File: src/rtl/bts_pkg.sv
// ---------------------------------------------------------------------------
// Bilinear texture sampler package
// Shared widths, constants, command codes and the front-to-back command type.
// ---------------------------------------------------------------------------
package bts_pkg;

    localparam int TEX_DEPTH   = 65536;
    localparam int TEX_AW      = $clog2(TEX_DEPTH);
    localparam int DIM_W       = 9;
    localparam int CRD_W       = 18;
    localparam int FRAC_W      = 16;
    localparam int POS_W       = FRAC_W + DIM_W;
    localparam int LIN_W       = 2 * DIM_W;
    localparam int INDEX_W     = 16;
    localparam int ARGB_W      = 32;
    localparam int TEXEL_W     = 24;
    localparam int CHAN_W      = 8;
    localparam int NUM_CHAN    = 3;
    localparam int LEVEL_W     = 16;
    localparam int WGT_W       = 2 * FRAC_W + 1;
    localparam int ACC_W       = WGT_W + CHAN_W - 1;
    localparam int CELL_W      = FRAC_W + 7;
    localparam int CHECK_CELLS = 50;
    localparam int BLEND_TAPS  = 4;
    localparam int SLOT_W      = $clog2(BLEND_TAPS);
    localparam int QUEUE_DEPTH = 4;
    localparam int CFG_IDX_W   = 2;

    localparam logic [FRAC_W:0]    ONE_Q16    = 17'h10000;
    localparam logic [LEVEL_W-1:0] GRAY_HALF  = 16'h7F80;
    localparam logic [LEVEL_W-1:0] GRAY_3Q    = 16'hBF40;
    localparam logic [LEVEL_W-1:0] BLACK      = 16'h0000;
    localparam logic [LEVEL_W-1:0] FULL_LEVEL = 16'hFF00;

    localparam logic [CFG_IDX_W-1:0] CFG_TEX_WIDTH  = 2'd0;
    localparam logic [CFG_IDX_W-1:0] CFG_TEX_HEIGHT = 2'd1;
    localparam logic [CFG_IDX_W-1:0] CFG_PRESENT    = 2'd2;

    localparam logic OP_WRITE = 1'b0;

    typedef enum logic [1:0] {
        CMD_WRITE,
        CMD_CONST,
        CMD_NEAREST,
        CMD_BLEND
    } bts_kind_t;

    // addr0 is the top-left tap (or write address), addr2 the tap one row below
    typedef struct packed {
        bts_kind_t           kind;
        logic [LIN_W-1:0]    addr0;
        logic [LIN_W-1:0]    addr2;
        logic [FRAC_W-1:0]   fu;
        logic [FRAC_W-1:0]   fv;
        logic [TEXEL_W-1:0]  data;
    } bts_cmd_t;

endpackage

File: src/rtl/bts_queue.sv
// ---------------------------------------------------------------------------
// Bilinear texture sampler command queue
// Small FIFO that lets the front end and the back end stall independently.
// ---------------------------------------------------------------------------
module bts_queue import bts_pkg::*; (
    input  logic     aclk,
    input  logic     aresetn,
    input  logic     push_valid,
    output logic     push_ready,
    input  bts_cmd_t push_cmd,
    output logic     pop_valid,
    input  logic     pop_ready,
    output bts_cmd_t pop_cmd
);

    localparam int PTR_W = $clog2(QUEUE_DEPTH);
    localparam int CNT_W = $clog2(QUEUE_DEPTH + 1);

    bts_cmd_t          slots_reg [QUEUE_DEPTH];
    logic [PTR_W-1:0]  wr_ptr_reg;
    logic [PTR_W-1:0]  rd_ptr_reg;
    logic [CNT_W-1:0]  count_reg;
    logic [CNT_W-1:0]  count_next;
    logic              do_push;
    logic              do_pop;

    assign push_ready = (count_reg != CNT_W'(QUEUE_DEPTH));
    assign pop_valid  = (count_reg != '0);
    assign pop_cmd    = slots_reg[rd_ptr_reg];
    assign do_push    = push_valid && push_ready;
    assign do_pop     = pop_valid && pop_ready;

    always_comb begin
        count_next = count_reg;
        if (do_push && !do_pop) begin
            count_next = count_reg + 1'b1;
        end else if (do_pop && !do_push) begin
            count_next = count_reg - 1'b1;
        end
    end

    always_ff @(posedge aclk) begin
        if (!aresetn) begin
            wr_ptr_reg <= '0;
            rd_ptr_reg <= '0;
            count_reg  <= '0;
        end else begin
            count_reg <= count_next;
            if (do_push) begin
                wr_ptr_reg <= wr_ptr_reg + 1'b1;
            end
            if (do_pop) begin
                rd_ptr_reg <= rd_ptr_reg + 1'b1;
            end
        end
    end

    always_ff @(posedge aclk) begin
        if (do_push) begin
            slots_reg[wr_ptr_reg] <= push_cmd;
        end
    end

endmodule

File: config.mk
export PLATFORM = sky130hd
export DESIGN_NAME = bts_queue
export DESIGN_NICKNAME = d
export VERILOG_FILES = /design/src/rtl/bts_pkg.sv /design/src/rtl/bts_queue.sv
export SDC_FILE = /design/constraint.sdc
export NUM_CORES = 1
export LEC_CHECK = 0
export BUFFER_PORTS_ARGS = -buffer_cell sky130_fd_sc_hd__buf_2
export CORE_AREA = 8 8 167 169
export CTS_CLUSTER_DIAMETER = 80
export DETAILED_ROUTE_END_ITERATION = 7
export DIE_AREA = 0 0 175 177
export PLACE_DENSITY = 0.78
export SYNTH_ARGS = -nofsm -noshare
export SYNTH_HDL_FRONTEND = slang
export SYNTH_SLANG_ARGS = --single-unit
File: constraint.sdc
create_clock -name aclk -period 4.57 [get_ports aclk]
set_input_delay 0.457 -clock aclk [delete_from_list [all_inputs] [get_ports aclk]]
set_output_delay 0.457 -clock aclk [all_outputs]
set_load 0.005 [all_outputs]
==> results of run 1 <==
[area by class of cell]
cell class	count	area, um^2	share of cell area, %
clock buffers	41	941	5.71
flip-flops and latches	385	11500	69.7
clock inverters	19	146	0.888
inverters	3	11.3	0.0683
well taps	335	419	2.54
multi-input cells	129	2410	14.6
diodes	3	7.51	0.0456
repair buffers	200	1070	6.48
[where the power goes]
part	switching [mW]	internal [mW]	total, mW
registers	0.224	4.29	4.51
clock network	1.17	1.59	2.76
logic	0.847	0.997	1.84
[synthesized netlist by cell type (2+ instances only)]
cell type / n / area (um^2)
or3_1: 2 / 12.5
buf_2: 7 / 35.0
and2_1: 8 / 50.1
ha_1: 5 / 62.6
nand2_1: 5 / 18.8
buf_12: 7 / 140
buf_1: 3 / 11.3
xnor2_1: 3 / 26.3
dfxtp_1: 9 / 180
inv_1: 3 / 11.3
mux4_2: 94 / 2120
edfxtp_1: 376 / 11300
mux2i_1: 3 / 30.0
buf_4: 3 / 22.5
[worst min-delay path by stage]
| stage | to | slack [ps] | cells after the start |
|---|---|---|---|
| 6_report | slots_reg[3][8]$_DFFE_PP_ | 170 | 1 |
| 5_1_grt | slots_reg[1][8]$_DFFE_PP_ | 150 | 1 |
| 4_1_cts | slots_reg[2][35]$_DFFE_PP_ | 150 | 1 |
| 3_5_place_dp | wr_ptr_reg[0]$_SDFFE_PN0P_ | 500 | 2 |
| 3_3_place_gp | wr_ptr_reg[1]$_SDFFE_PN0P_ | 480 | 2 |
| 2_1_floorplan | wr_ptr_reg[1]$_SDFFE_PN0P_ | 470 | 2 |
[metal layers]
layer | wire [um] | up-vias
li1 | - | 2741
met1 | 10800 | 3311
met2 | 13400 | 244
met3 | 1860 | 52
met4 | 566 | 4
met5 | 23 | -
[worst register-to-register path: stages, from the launching register on]
cell      delay (ps)
dfxtp_1          460
nor2_1           110
a21boi_2         380
and2_4          1000
buf_4            390
[kinds of logic after synthesis]
kind of cell	Yosys count
buf+inv	25
flops	385
compound gates	5
fa+ha+maj	6
simple gates	17
mux	97
xor+xnor	4
==> impl_metrics.yaml, run 1 <==
status:
  outcome: "complete, no violations"
logic_synthesis:
  synth_compound_area_share_pct: 0.284
  synth_top_family_by_area: "multiplexers"
  postSynthAreaPerCell_um2: 26.2
  synth_fa_ha_area_share_pct: 0.586
  synthMuxAreaShare_pct: 15.2
  postSynthCellCount: 539
  synth_ff_type: "edfxtp_1"
  yosysUniqueCellTypes: 25
  ys_warn_count: 0
  synth_edf_count: 376
  synth-simple-area-share_pct: 0.648
  synth-xor-area-share_pct: 0.248
  synth_seq_area_share_pct: 81.3
  syn-num-nets: 643
  ys_ff_latch: 385
  syn-cell-area_um2: 14100
  async_flop_share_pct: 0
worst_setup_path:
  reg2reg_slack_ps: 1920
  critPathRequiredTime_ps: 4110
  cp-end-kind: "primary output"
  reg2reg_from: "count_reg[0]$_SDFFE_PN0P_"
  worstPathMaxFanout: 61
  cp_cell_sequence: "buf_12 -> mux4_2 -> buf_2"
  critPathKind: "register to primary output"
  crit_path_end: "pop_cmd[85]"
  start_kind: "register"
  reg2regPathDepth: 4
  arrival_ps: 2650
  cp.depth: 3
  cp_slowest_cell: "dfxtp_4"
  cp_slowest_stage_delay_ps: 820
  path_buf_inv: 2
  cp_top_family: "flip-flops"
  r2r_end: "slots_reg[2][49]$_DFFE_PP_"
grt:
  track_usage_pct: 17.3
  met2_usage_pct: 29.6
  grt_pass1_vias: 7063
  gr-usage-met3_pct: 4.44
  antenna_found_initial: 4
  grt.busiest_layer: "met2"
  grt_max_degree: 74
  grt-ovfl-total: 0
  grt_pass1_wl_um: 40800
  use_met1_pct: 21.7
detailed_routing:
  drt-vias-per-instance: 5.70
  initialDrtViolationCount: 428
  drcViolationCount: 0
  ant_nets: 0
  firstDrtPassIters: 4
  via_count: 6352
  wl_per_cell_um: 23.9
  drt-total-wl_um: 26600
placement:
  globalplace.congestion: 0.701
  dp_cells: 1052
  dp_slack_ps: 1890
  dpl.hpwl_um: 16400
  port_buffers: 193
  placed_area_um2: 15400
pwr:
  vdd_drop_max_uv: 393
  power_mw: 9.11
  power.leakage_nw: 5.50
  p_per_area_nw_per_um2: 553
timing:
  tns_ps: 0
  setup_viol: 0
  worst_pin_slew_ps: 1150
  rsz0062_at_grt: "no"
  relSlewSlack_pct: 23.6
  hold_viol_final: 0
  fin_crit_sh_pct: 68.0
  finalCriticalPeriod_ps: 3110
  fmax_ghz: 0.322
  finClkSkew_ps: 6.59
  report.final.slew_viol_count: 0
  whs_ps: 171
  setup_slack_ps: 1460
finish:
  fin_util_pct: 64.7
  area_growth_pct: 16.8
  final_cell_area_um2: 16500
  final_cell_mix: "edfxtp_1, buf_2, mux4_2, clkbuf_16, clkinv_2"
  layout_commonest_cell: "edfxtp_1"
  stdcell_count: 1115
  fill_cells: 1677
  fin_nets: 860
  drive_gt1_share_pct: 45.4
  largest_register_ff_count: 376
job:
  drv_cap: 0
die:
  die_area_um2: 31000
  core_area_um2: 25500
  dieWidth_um: 175
  num_rows: 59
  die_h_um: 177
  initial_core_util_pct: 55.4
  boundaryPins: 194
clocking:
  cts-resized-gates: 0
  numCtsBuffers: 37
  insertion_delay_ps: 500
  clk_pin_slew_ps: 60
  cts_setup_buffers: 0
  cts.sinks: 385
  cts_hold_buf: 0
  cts_tree: "built"
  cts_buffer_depth: 3
  root_buffer: "clkbuf_16"
  htreeDepth: 2
worst_hold_path:
  min_from: "push_cmd[8]"
  hp-class: "primary input to register"
No activity file was read; power rests on OpenSTA's default activity.
==> run 2: changes to the inputs <==
--- a/config.mk
+++ b/config.mk
@@ -6,11 +6,11 @@
 export NUM_CORES = 1
 export LEC_CHECK = 0
 export BUFFER_PORTS_ARGS = -buffer_cell sky130_fd_sc_hd__buf_2
-export CORE_AREA = 8 8 167 169
+export CORE_AREA = 8 8 176 178
 export CTS_CLUSTER_DIAMETER = 80
 export DETAILED_ROUTE_END_ITERATION = 7
-export DIE_AREA = 0 0 175 177
-export PLACE_DENSITY = 0.78
+export DIE_AREA = 0 0 184 186
+export PLACE_DENSITY = 0.74
 export SYNTH_ARGS = -nofsm -noshare
 export SYNTH_HDL_FRONTEND = slang
 export SYNTH_SLANG_ARGS = --single-unit
==> constraint.sdc (replaced) <==
create_clock -name aclk -period 2.7 [get_ports aclk]
set_input_delay 0.27 -clock aclk [delete_from_list [all_inputs] [get_ports aclk]]
set_output_delay 0.27 -clock aclk [all_outputs]
set_load 0.005 [all_outputs]
==> run 2 against run 1 <==
Effect of this change:
- critical path depth unchanged
- routed wire length up 0.71%
- design area rose by 7.4%
- via count is 5.6% higher
- clock skew is 6.6 ps higher
- non-clock buffer count rose by 101
- sequential share of layout area down 4.8 points
- hold slack got worse by 77 ps
- largest power group unchanged
==> impl_metrics.yaml, run 2 (synthesis results as in run 1) <==
timing:
  rsz0062_at_grt: "no"
  hold_viol_final: 0
  whs_ps: 93.6
  tns_ps: 0
  finClkSkew_ps: 13.2
  fmax_ghz: 0.405
  relSlewSlack_pct: 58.1
  setup_slack_ps: 232
  finalCriticalPeriod_ps: 2470
  setup_viol: 0
  fin_crit_sh_pct: 91.4
  report.final.slew_viol_count: 0
  worst_pin_slew_ps: 628
detailed_routing:
  firstDrtPassIters: 4
  ant_nets: 0
  initialDrtViolationCount: 434
  drt-total-wl_um: 26800
  drt-vias-per-instance: 5.28
  drcViolationCount: 0
  wl_per_cell_um: 21.1
  routed.top_layer: "met5"
  routed-wl-met2_um: 13500
  wl_met3_um: 2040
  wl_met1_um: 10700
  via_count: 6710
placement:
  port_buffers: 193
  dp_cells: 1108
  dpl.hpwl_um: 16200
  dp_slack_ps: 303
  globalplace.congestion: 0.728
clocking:
  insertion_delay_ps: 510
  numCtsBuffers: 39
  cts_setup_buffers: 0
  cts.sinks: 385
  cts_tree: "built"
  root_buffer: "clkbuf_16"
  clk_pin_slew_ps: 60
  htreeDepth: 2
  cts_buffer_depth: 3
  cts-resized-gates: 0
grt:
  grt_pass1_wl_um: 40800
  grt-ovfl-total: 0
  grt_max_degree: 51
  antenna_found_initial: 1
  grt_pass1_vias: 7439
  track_usage_pct: 15.6
finish:
  stdcell_count: 1271
  largest_register_ff_count: 376
  layout_commonest_cell: "edfxtp_1"
  fill_cells: 1913
  fin_util_pct: 62.7
  drive_gt1_share_pct: 39.7
  fin_nets: 963
  final_cell_mix: "edfxtp_1, buf_2, mux4_2, dlygate4sd3_1, clkbuf_16"
  area_growth_pct: 25.5
  antenna_cells: 0
worst_setup_path:
  start_kind: "register"
  reg2reg_slack_ps: 260
  critPathRequiredTime_ps: 2430
  reg2regPathDepth: 8
  worstPathMaxFanout: 28
  critPathKind: "register to primary output"
  reg2reg_from: "count_reg[0]$_SDFFE_PN0P_"
  cp-end-kind: "primary output"
  r2r_end: "count_reg[2]$_SDFFE_PN0P_"
  arrival_ps: 2200
worst_hold_path:
  holdPathEnd: "wr_ptr_reg[1]$_SDFFE_PN0P_"
  hold_depth: 3
  hp-class: "primary input to register"
  min_from: "aresetn"
pwr:
  vdd_drop_max_uv: 667
  power.leakage_nw: 5.97
  p_per_area_nw_per_um2: 896
die:
  num_rows: 62
  boundaryPins: 194
  core_area_um2: 28200
  dieWidth_um: 184
  die_area_um2: 34200
  initial_core_util_pct: 49.9
  die_h_um: 186
status:
  outcome: "complete, no violations"
job:
  drv_cap: 0
## run 2: cell count changes in the layout (fill, tap and decap cells not counted), moves of 4 or more
| cell | before | now |
|---|---|---|
| clkbuf_1 | 4 | 11 |
| buf_12 | 4 | 11 |
| clkinv_1 | 4 | 14 |
| dlygate4sd3_1 | 0 | 94 |
| clkbuf_16 | 37 | 41 |
| clkinv_2 | 11 | 0 |
## run 2: worst max path at each step
stage / start / endpoint / slack [ps] / cells after the start
2_1_floorplan: count_reg[0]$_SDFFE_PN0P_ / slots_reg[0][0]$_DFFE_PP_ / 270 / 3
3_3_place_gp: count_reg[0]$_SDFFE_PN0P_ / count_reg[2]$_SDFFE_PN0P_ / 460 / 8
3_5_place_dp: count_reg[0]$_SDFFE_PN0P_ / count_reg[2]$_SDFFE_PN0P_ / 300 / 8
4_1_cts: register / pop_cmd[17] / 130 / 3
5_1_grt: register / pop_cmd[17] / 50 / 3
6_report: register / pop_cmd[17] / 230 / 3
## run 2: critical path, cell delays in order (launching register included)
cell	delay, ps
dfxtp_4	630
buf_12	310
mux4_2	560
buf_2	150
## run 2: metal layers
layer	track usage [%]	up-vias
met1	19.5	3453
met2	26.5	250
met5	0	-
met4	4.81	2
li1	-	2954
met3	4.31	51
## run 2: stage by stage
stage | area (um^2) | total power [mW]
finish | 17700 | 15.9
floorplan | 14100 | 9.79
CTS | 17700 | 16.1
global placement | 15600 | 11.0
global route | 17700 | 16.5
detailed placement | 15600 | 11.1
## run 2: what timing repair did
| item | in CTS | in global routing |
|---|---|---|
| hold buffers | 94 | 0 |
| hold endpoints to repair | 376 | 0 |
| setup endpoints to repair | 0 | 0 |
## run 2: report_power, final
part	switching, mW	internal [mW]	leakage [nW]
Combinational	1.57	1.86	1.89
Clock	2.03	2.86	0.561
Sequential	0.270	7.26	3.52
## run 2: area by class of cell
class	instances	area [um^2]	area share [%]
inverter	3	11.3	0.0636
sequential	385	11500	64.9
timing repair buffer	301	2150	12.1
clock buffer	52	1070	6.03
multi-input combinational	129	2410	13.6
tap	384	480	2.72
clock inverter	17	101	0.573
==> run 3: changes to the inputs <==
--- a/config.mk
+++ b/config.mk
@@ -5,12 +5,13 @@
 export SDC_FILE = /design/constraint.sdc
 export NUM_CORES = 1
 export LEC_CHECK = 0
+export ABC_AREA = 0
 export BUFFER_PORTS_ARGS = -buffer_cell sky130_fd_sc_hd__buf_2
 export CORE_AREA = 8 8 176 178
 export CTS_CLUSTER_DIAMETER = 80
 export DETAILED_ROUTE_END_ITERATION = 7
 export DIE_AREA = 0 0 184 186
-export PLACE_DENSITY = 0.74
+export PLACE_DENSITY = 0.86
 export SYNTH_ARGS = -nofsm -noshare
 export SYNTH_HDL_FRONTEND = slang
 export SYNTH_SLANG_ARGS = --single-unit
==> run 3 against run 2 <==
Effect of this change:
- non-clock buffer count is 6 higher
- fmax is 2.6% lower
- die area stayed put
- sequential share of layout area is 0.64 points lower
- via count is 1.5% higher
- clock-buffer cell count is 5 lower
- critical path depth stayed put
- design area is 1.0% higher
- setup slack worse by 65 ps
- power is 3.5% higher
- register-to-register slack hardly changed
- global-route usage is 1.5 points higher
- critical endpoint is now pop_cmd[64]
- largest power group unchanged
==> impl_metrics.yaml, run 3 (synthesis results as in run 1) <==
status:
  outcome: "complete, no violations"
clocking:
  clk_pin_slew_ps: 50
  insertion_delay_ps: 510
  cts-resized-gates: 0
  cts_tree: "built"
  numCtsBuffers: 39
  root_buffer: "clkbuf_16"
  htreeDepth: 2
  cts.sinks: 385
  cts_buffer_depth: 3
finish:
  fin_nets: 969
  area_growth_pct: 26.7
  final_cell_mix: "edfxtp_1, buf_2, mux4_2, dlygate4sd3_1, clkbuf_16"
  largest_register_ff_count: 376
  layout_commonest_cell: "edfxtp_1"
  drive_gt1_share_pct: 41.2
grt:
  grt-ovfl-total: 0
  grt_max_degree: 50
  track_usage_pct: 17.1
  antenna_found_initial: 7
  grt_pass1_wl_um: 44300
  grt_pass1_vias: 7643
worst_setup_path:
  cp_cell_sequence: "buf_4 -> mux4_2 -> buf_2"
  critPathRequiredTime_ps: 2430
  cp-end-kind: "primary output"
  reg2reg_slack_ps: 250
  reg2reg_from: "count_reg[0]$_SDFFE_PN0P_"
  crit_path_end: "pop_cmd[64]"
  arrival_ps: 2260
  cp_slowest_cell: "dfxtp_4"
  worstPathMaxFanout: 27
  cp_slowest_stage_delay_ps: 750
  reg2regPathDepth: 8
  start_kind: "register"
  critPathKind: "register to primary output"
  r2r_end: "count_reg[2]$_SDFFE_PN0P_"
pwr:
  power.leakage_nw: 6.07
  swShare_pct: 24.3
  vdd_drop_max_uv: 677
  power.internal_mw: 12.4
  seq_power_share_pct: 46.1
  p_clk_share_pct: 32.2
  p_per_area_nw_per_um2: 919
  switchingPower_mw: 3.99
  power_frac_comb_pct: 21.7
detailed_routing:
  drt-total-wl_um: 29400
  initialDrtViolationCount: 373
  drcViolationCount: 0
  ant_nets: 0
  drt-vias-per-instance: 5.33
  firstDrtPassIters: 5
  via_count: 6809
  wl_per_cell_um: 23.0
placement:
  port_buffers: 193
  globalplace.congestion: 0.720
  dpl.hpwl_um: 17400
timing:
  whs_ps: 89.0
  relSlewSlack_pct: 57.9
  worst_pin_slew_ps: 631
  fmax_ghz: 0.395
  finClkSkew_ps: 16.5
  finalCriticalPeriod_ps: 2530
  tns_ps: 0
  fin_crit_sh_pct: 93.8
  hold_viol_final: 0
  rsz0062_at_grt: "no"
  setup_viol: 0
  report.final.slew_viol_count: 0
die:
  num_rows: 62
  die_area_um2: 34200
  initial_core_util_pct: 49.9
  die_h_um: 186
  dieWidth_um: 184
  boundaryPins: 194
  core_area_um2: 28200
worst_hold_path:
  min_from: "aresetn"
  hp-class: "primary input to register"
job:
  drv_cap: 0
[run 3: cell types whose count changed in the layout (fill, tap and decap cells not counted), sizes merged]
cell      delta
clkinvlp     -1
buf          +6
clkbuf       -5
diode        +3
bufinv       +4
clkinv       +1
inv          -1
[run 3: power groups by stage]
stage / sequential, mW / combinational (mW) / clock (mW)
after floorplan: 7.50 / 2.29 / 0
after global placement: 7.64 / 3.44 / 0
after detailed placement: 7.70 / 3.50 / 0
after CTS: 7.57 / 3.63 / 5.38
after global routing: 7.64 / 3.84 / 5.63
final: 7.57 / 3.56 / 5.28
[run 3: critical path, delay by kind of cell (launching register included)]
family	cells	cell delay, ps
mux	1	530
flops	1	750
buf+inv	2	450
[run 3: per-layer routing]
| layer | vias to the layer above | wire length (um) | global-route usage (%) |
|---|---|---|---|
| met5 | - | 52 | 0 |
| met4 | 8 | 593 | 5.07 |
| met3 | 52 | 1900 | 4.49 |
| met2 | 243 | 15600 | 30.6 |
| met1 | 3528 | 11300 | 20.2 |
| li1 | 2978 | - | - |
[run 3: final cells by class]
type                       count  area [um^2]
antenna                        3         7.51
clock buffer                  47         1050
multi-input combinational    129         2410
fill                        1902        10400
tap                          384          480
timing repair buffer         307         2220
clock inverter                20          219
sequential                   385        11500
inverter                       3         11.3
[run 3: worst min-delay path by stage]
| stage | to | slack, ps | depth (start not counted) |
|---|---|---|---|
| floorplan | slots_reg[0][0]$_DFFE_PP_ | 370 | 0 |
| global placement | slots_reg[2][40]$_DFFE_PP_ | 480 | 1 |
| detailed placement | slots_reg[0][51]$_DFFE_PP_ | 480 | 1 |
| CTS | register | 70 | 2 |
| global route | count_reg[1]$_SDFFE_PN0P_ | 90 | 2 |
| finish | wr_ptr_reg[0]$_SDFFE_PN0P_ | 90 | 3 |
[run 3: through the flow]
stage                     util, %  std cells  power, mW  worst slack (ps)  instance area [um^2]
after floorplan                 -        539       9.79               269                 14100
after global placement       55.4       1114       11.1               493                 15700
after detailed placement     55.4       1114       11.2               344                 15700
after CTS                    63.3       1275       16.6              74.6                 17900
after global routing         63.3       1278       17.1              7.60                 17900
final                        63.3       1278       16.4               167                 17900
[run 3: repair_timing]
item,in CTS,in global routing
setup buffers,0,0
hold endpoints to repair,375,0
hold buffers,94,0
