### src/rtl/bts_pkg.sv
// ---------------------------------------------------------------------------
// Bilinear texture sampler package
// Shared widths, constants, command codes and the front-to-back command type.
// ---------------------------------------------------------------------------
package bts_pkg;

    localparam int TEX_DEPTH   = 65536;
    localparam int TEX_AW      = $clog2(TEX_DEPTH);
    localparam int DIM_W       = 9;
    localparam int CRD_W       = 18;
    localparam int FRAC_W      = 16;
    localparam int POS_W       = FRAC_W + DIM_W;
    localparam int LIN_W       = 2 * DIM_W;
    localparam int INDEX_W     = 16;
    localparam int ARGB_W      = 32;
    localparam int TEXEL_W     = 24;
    localparam int CHAN_W      = 8;
    localparam int NUM_CHAN    = 3;
    localparam int LEVEL_W     = 16;
    localparam int WGT_W       = 2 * FRAC_W + 1;
    localparam int ACC_W       = WGT_W + CHAN_W - 1;
    localparam int CELL_W      = FRAC_W + 7;
    localparam int CHECK_CELLS = 50;
    localparam int BLEND_TAPS  = 4;
    localparam int SLOT_W      = $clog2(BLEND_TAPS);
    localparam int QUEUE_DEPTH = 4;
    localparam int CFG_IDX_W   = 2;

    localparam logic [FRAC_W:0]    ONE_Q16    = 17'h10000;
    localparam logic [LEVEL_W-1:0] GRAY_HALF  = 16'h7F80;
    localparam logic [LEVEL_W-1:0] GRAY_3Q    = 16'hBF40;
    localparam logic [LEVEL_W-1:0] BLACK      = 16'h0000;
    localparam logic [LEVEL_W-1:0] FULL_LEVEL = 16'hFF00;

    localparam logic [CFG_IDX_W-1:0] CFG_TEX_WIDTH  = 2'd0;
    localparam logic [CFG_IDX_W-1:0] CFG_TEX_HEIGHT = 2'd1;
    localparam logic [CFG_IDX_W-1:0] CFG_PRESENT    = 2'd2;

    localparam logic OP_WRITE = 1'b0;

    typedef enum logic [1:0] {
        CMD_WRITE,
        CMD_CONST,
        CMD_NEAREST,
        CMD_BLEND
    } bts_kind_t;

    // addr0 is the top-left tap (or write address), addr2 the tap one row below
    typedef struct packed {
        bts_kind_t           kind;
        logic [LIN_W-1:0]    addr0;
        logic [LIN_W-1:0]    addr2;
        logic [FRAC_W-1:0]   fu;
        logic [FRAC_W-1:0]   fv;
        logic [TEXEL_W-1:0]  data;
    } bts_cmd_t;

endpackage

### src/rtl/bts_front.sv
// ---------------------------------------------------------------------------
// Bilinear texture sampler front end
// Accepts items, scales coordinates and classifies each item into a command.
// ---------------------------------------------------------------------------
module bts_front import bts_pkg::*; (
    input  logic                    aclk,
    input  logic                    aresetn,
    input  logic                    s_valid,
    output logic                    s_ready,
    input  logic                    s_op,
    input  logic [INDEX_W-1:0]      s_texel_index,
    input  logic [ARGB_W-1:0]       s_texel_value,
    input  logic signed [CRD_W-1:0] s_u_coord,
    input  logic signed [CRD_W-1:0] s_v_coord,
    input  logic [DIM_W-1:0]        tex_width,
    input  logic [DIM_W-1:0]        tex_height,
    input  logic                    texture_present,
    output logic                    cmd_valid,
    input  logic                    cmd_ready,
    output bts_cmd_t                cmd
);

    typedef struct packed {
        logic                is_write;
        logic [INDEX_W-1:0]  index;
        logic [TEXEL_W-1:0]  data;
        logic                bad;
        logic                parity;
        logic [POS_W-1:0]    pu;
        logic [POS_W-1:0]    pv;
    } bts_pre_t;

    logic       a_valid_reg;
    bts_pre_t   a_reg;
    bts_pre_t   a_next;
    logic       b_valid_reg;
    bts_cmd_t   b_reg;
    bts_cmd_t   b_next;
    logic       a_move;
    logic       b_move;

    logic [FRAC_W-1:0] uc;
    logic [FRAC_W-1:0] vc;
    logic [CELL_W-1:0] u_cells;
    logic [CELL_W-1:0] v_cells;
    logic              u_bad;
    logic              v_bad;

    logic [DIM_W-1:0]  x;
    logic [DIM_W-1:0]  y;
    logic [DIM_W:0]    y1;
    logic              interior;

    assign b_move  = b_valid_reg && cmd_ready;
    assign a_move  = a_valid_reg && (!b_valid_reg || b_move);
    assign s_ready = !a_valid_reg || a_move;

    // stage A: range check, clamp, scale
    always_comb begin
        u_bad   = s_u_coord[CRD_W-1] || (s_u_coord[FRAC_W] && (s_u_coord[FRAC_W-1:0] != '0));
        v_bad   = s_v_coord[CRD_W-1] || (s_v_coord[FRAC_W] && (s_v_coord[FRAC_W-1:0] != '0));
        uc      = s_u_coord[FRAC_W] ? '1 : s_u_coord[FRAC_W-1:0];
        vc      = s_v_coord[FRAC_W] ? '1 : s_v_coord[FRAC_W-1:0];
        u_cells = CELL_W'(s_u_coord[FRAC_W:0]) * CELL_W'(CHECK_CELLS);
        v_cells = CELL_W'(s_v_coord[FRAC_W:0]) * CELL_W'(CHECK_CELLS);

        a_next.is_write = (s_op == OP_WRITE);
        a_next.index    = s_texel_index;
        a_next.data     = s_texel_value[TEXEL_W-1:0];
        a_next.bad      = u_bad || v_bad;
        a_next.parity   = u_cells[FRAC_W] ^ v_cells[FRAC_W];
        a_next.pu       = POS_W'(uc) * POS_W'(tex_width);
        a_next.pv       = POS_W'(vc) * POS_W'(tex_height);
    end

    // stage B: classify and form tap addresses
    always_comb begin
        x        = a_reg.pu[POS_W-1:FRAC_W];
        y        = a_reg.pv[POS_W-1:FRAC_W];
        y1       = {1'b0, y} + 1'b1;
        interior = (({1'b0, x} + 1'b1) < {1'b0, tex_width}) && (y1 < {1'b0, tex_height});

        b_next.kind  = CMD_NEAREST;
        b_next.addr0 = LIN_W'(x) + LIN_W'(tex_width) * LIN_W'(y);
        b_next.addr2 = LIN_W'(x) + LIN_W'(tex_width) * LIN_W'(y1);
        b_next.fu    = a_reg.pu[FRAC_W-1:0];
        b_next.fv    = a_reg.pv[FRAC_W-1:0];
        b_next.data  = TEXEL_W'(BLACK);

        if (a_reg.is_write) begin
            b_next.kind  = CMD_WRITE;
            b_next.addr0 = LIN_W'(a_reg.index);
            b_next.data  = a_reg.data;
        end else if (a_reg.bad) begin
            b_next.kind = CMD_CONST;
        end else if (!texture_present) begin
            b_next.kind = CMD_CONST;
            b_next.data = TEXEL_W'(a_reg.parity ? GRAY_HALF : GRAY_3Q);
        end else if ((tex_width == '0) || (tex_height == '0)) begin
            b_next.kind = CMD_CONST;
        end else if (interior) begin
            b_next.kind = CMD_BLEND;
        end
    end

    always_ff @(posedge aclk) begin
        if (!aresetn) begin
            a_valid_reg <= 1'b0;
            b_valid_reg <= 1'b0;
        end else begin
            if (s_ready) begin
                a_valid_reg <= s_valid;
            end
            if (!b_valid_reg || b_move) begin
                b_valid_reg <= a_valid_reg;
            end
        end
    end

    always_ff @(posedge aclk) begin
        if (s_valid && s_ready) begin
            a_reg <= a_next;
        end
        if (a_move) begin
            b_reg <= b_next;
        end
    end

    assign cmd_valid = b_valid_reg;
    assign cmd       = b_reg;

endmodule

### config.mk
export PLATFORM = sky130hd
export DESIGN_NAME = bts_front
export DESIGN_NICKNAME = d
export VERILOG_FILES = /design/src/rtl/bts_pkg.sv /design/src/rtl/bts_front.sv
export SDC_FILE = /design/constraint.sdc
export NUM_CORES = 1
export LEC_CHECK = 0
export BUFFER_PORTS_ARGS = -buffer_cell sky130_fd_sc_hd__buf_2
export CAP_MARGIN = 20
export CORE_UTILIZATION = 35
export CTS_BUF_LIST = sky130_fd_sc_hd__clkbuf_4
export DETAILED_ROUTE_END_ITERATION = 10
export PLACE_DENSITY = 0.62
export SETUP_SLACK_MARGIN = 0.02
export SLEW_MARGIN = 20
export SYNTH_ARGS = -nofsm -noshare
export SYNTH_HDL_FRONTEND = slang
export SYNTH_SLANG_ARGS = --single-unit
export TNS_END_PERCENT = 5
### constraint.sdc
create_clock -name aclk -period 10.8 [get_ports aclk]
set_input_delay 1.08 -clock aclk [delete_from_list [all_inputs] [get_ports aclk]]
set_output_delay 1.08 -clock aclk [all_outputs]
set_load 0.01 [all_outputs]
==> results.txt, run 1 <==
Syn Std Cell Area - 0.0237 mm²
Post-CTS Hold Fix Bufs - 0
synthesized flop and latch total - 189
DR vias - 16,400
final layout net count - 3,299
Synth area leaders - fa_1 28%, edfxtp_1 24%, ha_1 15%
Pins Over Slew Limit - 0
largest family of logic cells by synthesized area - adder cells
die width - 262 µm
Post-Syn Nets - 3,150
post-route setup TNS - 0 ns
critical path class - reg -> reg
critical-path cell list - and3_1, nand3_1, nor2_1, xor2_1, nand2_1, fa_1, inv_1, fa_1, inv_1, fa_1, inv_1, fa_1, inv_1, fa_1, inv_1, ha_1, or3_1, o22ai_1, o21ai_0, o21ai_0, a21oi_1, xnor2_1
gp weighted congestion - 0.842
startpoint types - register
IO Pins - 204
std cell rows - 94
Num CTS Buffers - 17
PortBufs - 195
vias per inst - 4.75
Syn Inst Count - 2,419
number of synthesized flops with an enable pin - 187
die area - 0.0687 mm²
peak per-stage delay on the critical path - 0.98 ns
# DRC - 0
final setup violation count - 0
simple-gate portion of the synthesized area - 11.8%
slew margin rel. - 36.3%
Synth async-reset ratio - 0%
layout cells sized above 1 - 10.0%
clock-pin slew on the worst setup and hold paths - 0.19 ns
Hold Vio Cnt, Final - 0
post-synthesis adder-cell area fraction - 43.5%
initial antenna violation count - 6
final WL - 53,000 µm
Layout Skew - 0.0485 ns
number of distinct library cells after synthesis - 62
Die Y - 262 µm
Final ANT Viol Nets - 0
Synth area leader - fa_1
post-detail-place hpwl - 42,700 µm
WL per Instance - 15.4 µm
Avg Cell Area, Syn - 9.79 µm²
drt first pass iters - 7
vias in the first global route - 17,000
CTS tree - built
Worst setup EP type - register
total of max-cap violations - 0
area fraction in compound gates after synthesis - 7.64%
Crit path required time - 11.28 ns
Hold Path Class - reg -> reg
max reg flops - 94
Yosys warnings - 0
largest net degree at the start of global routing - 64
worst-skew pair later-pin latency - 0.72 ns
Seq/Total Area, Yosys - 23.9%
fillers - 6,702
Clock Sinks - 189
register area - 0.00566 mm²
FMAX - 140 MHz
mux share of post-synthesis cell area - 0.190%
Initial Utilization - 35.7%
Post-Synth XOR/XNOR Area - 3.48%
core area - 0.0663 mm²
CP arrival - 7.64 ns
H-tree Lvls - 4
GRT Util Overall - 16.1%
CTS Root Cell - clkbuf_4
worst slew pin tran - 0.948 ns
Max FO, Critical Path - 22
Final Cycle Share - 66.3%
Period minus WS final - 7.16 ns
grt total ovfl - 0
Area Growth Syn to Fin - 9.25%
total setup buffers inserted after CTS - 0
Max Buffers Root-to-Sink - 2
status - finished clean
DR iter-0 viols - 919
Synth top area share - 28.1%
Critical-path top delay cell - edfxtp_1
RSZ-0062 raised after global routing - no
area of the multi-input gates - 0.0158 mm²
ys flop type - edfxtp_1
wire length of the first global-routing pass - 87,100 µm
CTS resizes - 0
final timing paths:
path / slack (ns) / depth (start not counted) / start / endpoint
hold reg to reg: 0.43 / 0 / a_reg[36] / cmd[51]
setup / recovery: 3.64 / 22 / a_reg[16] / cmd[73]
setup reg to reg: 3.64 / 22 / a_reg[16] / cmd[73]
hold / removal: 0.43 / 0 / a_reg[36] / cmd[51]
layout by cell type, fill, tap and decap left out, types with 14 or more instances in the layout:
cell type / count
nor2b_1: 18
nand2_1: 182
buf_2: 195
inv_1: 522
nand3_1: 16
fa_1: 332
o21ai_0: 130
ha_1: 291
xor2_1: 30
clkbuf_4: 17
xnor2_1: 64
edfxtp_1: 187
a21oi_1: 51
nor3_1: 14
and2_1: 93
a21o_1: 22
nor2_1: 236
stage by stage:
| stage | utilization (%) | hold WS, ns | instance area (µm²) | setup slack [ns] | instances |
|---|---|---|---|---|---|
| 2_1_floorplan | - | 0.400 | 23700 | 4.83 | 2419 |
| 3_3_place_gp | 38.5 | 0.402 | 25500 | 3.71 | 3413 |
| 3_5_place_dp | 38.5 | 0.405 | 25500 | 3.72 | 3413 |
| 4_1_cts | 39.0 | 0.435 | 25900 | 3.71 | 3445 |
| 5_1_grt | 39.0 | 0.434 | 25900 | 3.22 | 3448 |
| 6_report | 39.0 | 0.434 | 25900 | 3.64 | 3450 |
final cells by class:
cell class / instances / share of cell area, %
inverters: 527 / 7.65
flip-flops and latches: 189 / 21.9
repair buffers: 203 / 4.01
clock inverters: 15 / 0.764
diodes: 5 / 0.0484
clock buffers: 17 / 0.493
multi-input cells: 1630 / 61.0
well taps: 864 / 4.18
synth_stat cells, types with 9 or more instances:
library cell / instances
a211oi_1: 12
nor2_1: 236
nand2b_1: 10
o21bai_1: 10
ha_1: 291
inv_1: 522
nand4_1: 10
xor2_1: 30
clkbuf_1: 72
xnor2_1: 64
nor2b_1: 19
o21ai_0: 130
nand3_1: 16
o21a_1: 13
nand2_1: 182
nor3_1: 14
fa_1: 332
a21o_1: 22
or3_1: 9
edfxtp_1: 187
and2_1: 94
or2_2: 10
a21oi_1: 51
layer usage:
metal  up-vias  track usage, %  wire length (µm)  part of all wire (%)
met2       359            27.4             25100                    47
met4         6            4.93              1170                   2.2
met1      8015            20.5             23700                    45
li1       7938               -                 -                     -
met3        62            2.98              2940                   5.5
met5         -               0                36                 0.068
logic make-up after synthesis:
| kind of cell | after synthesis |
|---|---|
| fa+ha+maj | 623 |
| simple gates | 617 |
| buf+inv | 600 |
| compound gates | 292 |
| flops | 189 |
| xor+xnor | 94 |
| mux | 4 |
critical path, delay by kind of cell (launching register included):
kind	cells	cell delay [ns]
buffers and inverters	5	0.25
XOR/XNOR	2	0.78
AO/OA/AOI/OAI	4	0.86
adder cells (fa/ha/maj)	6	2.73
AND/OR/NAND/NOR	5	1.33
flip-flops	1	0.98
Power of run 1 is not shown: default switching activity piles up to over one toggle a cycle in this logic, so the estimate is an artifact.
==> run 2, diff against run 1 <==
--- a/config.mk
+++ b/config.mk
@@ -5,12 +5,13 @@
 export SDC_FILE = /design/constraint.sdc
 export NUM_CORES = 1
 export LEC_CHECK = 0
+export ABC_AREA = 1
 export BUFFER_PORTS_ARGS = -buffer_cell sky130_fd_sc_hd__buf_2
 export CAP_MARGIN = 20
 export CORE_UTILIZATION = 35
 export CTS_BUF_LIST = sky130_fd_sc_hd__clkbuf_4
 export DETAILED_ROUTE_END_ITERATION = 10
-export PLACE_DENSITY = 0.62
+export PLACE_DENSITY = 0.61
 export SETUP_SLACK_MARGIN = 0.02
 export SLEW_MARGIN = 20
 export SYNTH_ARGS = -nofsm -noshare
==> constraint.sdc (replaced) <==
create_clock -name aclk -period 7.4 [get_ports aclk]
set_input_delay 0.74 -clock aclk [delete_from_list [all_inputs] [get_ports aclk]]
set_output_delay 0.74 -clock aclk [all_outputs]
set_load 0.01 [all_outputs]
==> results.txt, run 2 <==
Post-Syn Nets - 3,613
most common cell after layout, fill and taps aside - inv_1
Syn Inst Count - 2,882
DR iter-0 viols - 1,164
grt total ovfl - 0
Hold Path Class - in -> reg
CTS tree - built
register area - 0.00566 mm²
Layout Skew - 0.0607 ns
Post-CTS Hold Fix Bufs - 1
CTS resizes - 0
cell family with most CP delay - adder cells
Max Buffers Root-to-Sink - 2
Synth top area share - 26.9%
total setup buffers inserted after CTS - 0
H-tree Lvls - 4
post-route setup TNS - 0 ns
ys flop type - edfxtp_1
FMAX - 164 MHz
startpoint types - register
Crit path required time - 7.92 ns
Final Cycle Share - 82.4%
Synth async-reset ratio - 0%
crit-path most repeated cell - inv_1
post-detail-place hpwl - 49,600 µm
placed insts - 3,966
IO Pins - 204
Initial Utilization - 35.3%
max reg flops - 94
drt first pass iters - 5
worst-skew pair later-pin latency - 0.79 ns
worst slew pin tran - 0.890 ns
most frequent cell after synthesis - inv_1
Area Growth Syn to Fin - 9.58%
std cell rows - 97
layout cells sized above 1 - 9.25%
Period minus WS final - 6.10 ns
total of max-cap violations - 0
Hold Vio Cnt, Final - 0
peak per-stage delay on the critical path - 0.71 ns
largest net degree at the start of global routing - 68
die area - 0.0717 mm²
gp weighted congestion - 0.898
CTS Root Cell - clkbuf_4
Fin Hold WS - 0.109 ns
area of the multi-input gates - 0.0162 mm²
vias per inst - 4.65
Max FO, Critical Path - 12
wire length of the first global-routing pass - 100,000 µm
Critical path buffers and inverters - 9
RSZ-0062 raised after global routing - no
final WL - 60,700 µm
most frequent cells in the layout - 696 x inv_1, 574 x nand2_1, 332 x fa_1, 326 x nor2_1, 291 x ha_1
fillers - 7,211
Avg Cell Area, Syn - 8.57 µm²
Synth top cells by count - 697 x inv_1, 574 x nand2_1, 332 x fa_1
final layout net count - 3,777
core area - 0.0699 mm²
GRT Util Overall - 18.0%
Num CTS Buffers - 17
DR vias - 18,600
fin cells - 4,007
Worst setup EP type - register
status - finished clean
final setup violation count - 0
Syn Std Cell Area - 0.0247 mm²
Final ANT Viol Nets - 0
initial antenna violation count - 6
clock-pin slew on the worst setup and hold paths - 0.23 ns
Yosys warnings - 0
number of synthesized flops with an enable pin - 187
# DRC - 0
Clock Sinks - 189
synthesized flop and latch total - 189
critical path class - reg -> reg
number of distinct library cells after synthesis - 43
CP arrival - 6.62 ns
Synth area leader - fa_1
Synth area leaders - fa_1 27%, edfxtp_1 23%, ha_1 15%
die width - 268 µm
Critical-path top delay cell - edfxtp_1
vias in the first global route - 19,500
PortBufs - 195
Pins Over Slew Limit - 0
Seq/Total Area, Yosys - 22.9%
Die Y - 268 µm
WL per Instance - 15.1 µm
slew margin rel. - 40.7%
## run 2: cell count changes after synthesis, sizes merged, moves of 59 or more
cell and change:
and2 -94, inv +181, nand2 +404, nand3 +59
nor2 +92, o21ai -71
## run 2: worst paths after layout
check                    to               from  depth (start not counted)  slack, ns
hold / removal    a_reg[62]  s_texel_value[10]                          1       0.11
hold reg to reg     cmd[34]          a_reg[10]                          0       0.44
setup reg to reg    cmd[73]          a_reg[17]                         28       1.30
setup / recovery    cmd[73]          a_reg[17]                         28       1.30
## run 2: routing by layer
metal,vias up,GRT usage (%),wire length (µm)
met2,458,31.3,28900
met1,9005,22.9,27100
met3,81,3.08,3330
li1,9084,-,-
met4,0,5.08,1300
met5,-,0,0
## run 2: cell type report
class                           instances  area share (%)
Multi-Input combinational cell       1925            59.7
Tap cell                              940            4.34
Inverter                              704            9.77
Clock inverter                         15           0.739
Timing Repair Buffer                  209            4.00
Antenna cell                            8          0.0739
Sequential cell                       189            20.9
Clock buffer                           17           0.471
## run 2: through the flow
step	util, %	area [µm²]	setup WS (ns)
CTS	38.7	27100	1.31
floorplan	-	24700	1.50
detailed placement	38.2	26700	1.34
global placement	38.2	26700	1.41
finish	38.7	27100	1.30
global route	38.7	27100	0.712
## run 2: cell families after synthesis
| kind of cell | synth area share, % |
|---|---|
| simple gates | 17.0 |
| fa+ha+maj | 41.6 |
| xor+xnor | 2.37 |
| flops | 22.9 |
| buf+inv | 11.7 |
| compound gates | 4.34 |
Power of run 2 is left out for the same reason.
==> run 3, diff against run 2 <==
--- a/config.mk
+++ b/config.mk
@@ -11,7 +11,7 @@
 export CORE_UTILIZATION = 35
 export CTS_BUF_LIST = sky130_fd_sc_hd__clkbuf_4
 export DETAILED_ROUTE_END_ITERATION = 10
-export PLACE_DENSITY = 0.61
+export PLACE_DENSITY = 0.63
 export SETUP_SLACK_MARGIN = 0.02
 export SLEW_MARGIN = 20
 export SYNTH_ARGS = -nofsm -noshare
==> constraint.sdc (replaced) <==
create_clock -name aclk -period 5.2 [get_ports aclk]
set_input_delay 0.52 -clock aclk [delete_from_list [all_inputs] [get_ports aclk]]
set_output_delay 0.52 -clock aclk [all_outputs]
set_load 0.01 [all_outputs]
==> results.txt, run 3 (same netlist as run 2, synthesis figures left out) <==
Clock Sinks - 189
FF-to-FF path depth - 26
H-tree Lvls - 4
final setup violation count - 0
CP arrival - 5.75 ns
Fin Hold WS - 0.135 ns
max reg flops - 94
worst-skew pair later-pin latency - 0.74 ns
slew margin rel. - 52.5%
Area Growth Syn to Fin - 16.2%
Period minus WS final - 5.14 ns
WL per Instance - 15.1 µm
final core occ - 41.1%
# DRC - 0
DR vias - 19,500
setup slack at placement - -0.179 ns
clock-pin slew on the worst setup and hold paths - 0.19 ns
startpoint types - register
register area - 0.00566 mm²
GRT Util Overall - 18.6%
core area - 0.0699 mm²
Hold Vio Cnt, Final - 0
vias in the first global route - 20,200
layout cells sized above 1 - 14.1%
final WL - 63,200 µm
Layout Skew - 0.0444 ns
total of max-cap violations - 0
Num CTS Buffers - 17
PortBufs - 195
fillers - 7,087
Worst setup EP type - register
CTS tree - built
wire length of the first global-routing pass - 104,000 µm
gp weighted congestion - 0.899
die area - 0.0717 mm²
peak per-stage delay on the critical path - 0.53 ns
Post-DP Area - 0.0277 mm²
critical path class - reg -> reg
DR iter-0 viols - 1,145
IO Pins - 204
most common cell after layout, fill and taps aside - inv_1
final layout net count - 3,955
Hold Path Class - in -> reg
Pins Over Slew Limit - 0
CTS Root Cell - clkbuf_4
crit path setup slack, layout - 0.0554 ns
post-route cell area - 0.0287 mm²
largest net degree at the start of global routing - 55
r2r setup slk - 0.06 ns
grt total ovfl - 0
Max Buffers Root-to-Sink - 2
std cell rows - 97
area of the multi-input gates - 0.0163 mm²
worst hold stages - 3
Initial Utilization - 35.3%
most frequent cells in the layout - 690 x inv_1, 565 x nand2_1, 332 x fa_1, 321 x nor2_1, 287 x ha_1
status - finished clean
vias per inst - 4.66
Final ANT Viol Nets - 0
Crit path required time - 5.80 ns
Final Cycle Share - 98.9%
post-detail-place hpwl - 52,600 µm
Critical-path top delay cell - fa_1
drt first pass iters - 5
Die Y - 268 µm
worst slew pin tran - 0.713 ns
initial antenna violation count - 3
die width - 268 µm
FMAX - 194 MHz
Max FO, Critical Path - 4
RSZ-0062 raised after global routing - yes
[run 3: changes by cell type in the layout (fill, tap and decap cells not counted), sizes merged]
cell         previous run  this run
diode                   8         1
bufinv                  0         2
inv                   712       709
buf                   208       342
dlygate4sd3             1        45
[run 3: worst max-delay path: cells and delay by family, from the launching register on]
| kind | cells | cell delay, ns |
|---|---|---|
| adders and majority gates | 7 | 2.79 |
| and+or+nand+nor | 9 | 0.75 |
| buffers and inverters | 8 | 0.63 |
| DFF | 1 | 0.40 |
| AOI/OAI and AO/OA | 1 | 0.27 |
| xor gates and xnor gates | 1 | 0.16 |
[run 3: timing repair]
| action | in CTS | in global routing |
|---|---|---|
| setup buffers | 2 | 2 |
| hold endpoints to repair | 43 | 0 |
| pin swaps | 8 | 15 |
| setup endpoints to repair | 10 | 21 |
| cloned | 0 | 0 |
| gates resized for setup | 22 | 29 |
| hold buffers | 45 | 0 |
[run 3: through the flow]
stage          cells  TNS [ns]
2_1_floorplan   2882         0
3_3_place_gp    4096    -0.431
3_5_place_dp    4096    -0.781
4_1_cts         4174         0
5_1_grt         4177     -2.34
6_report        4177         0
[run 3: worst paths after layout]
path / startpoint / end
max: a_reg[17] / cmd[71]
min: s_v_coord[17] / a_reg[51]
max reg2reg: a_reg[17] / cmd[71]
min reg2reg: a_reg[6] / cmd[30]
[run 3: cell type report]
class | instances | share of cell area, %
clock inverter | 14 | 0.684
sequential | 189 | 19.7
clock buffer | 17 | 0.445
tap | 940 | 4.10
inverter | 704 | 9.21
timing repair buffer | 387 | 8.93
multi-input combinational | 1925 | 56.9
antenna | 1 | 0.00872
[run 3: layer usage]
metal / routed length, µm / track usage, %
met5: 0 / 0
met4: 1550 / 5.92
met3: 3370 / 2.13
met2: 30700 / 32.4
met1: 27600 / 24.0
Power of run 3 is left out for the same reason.
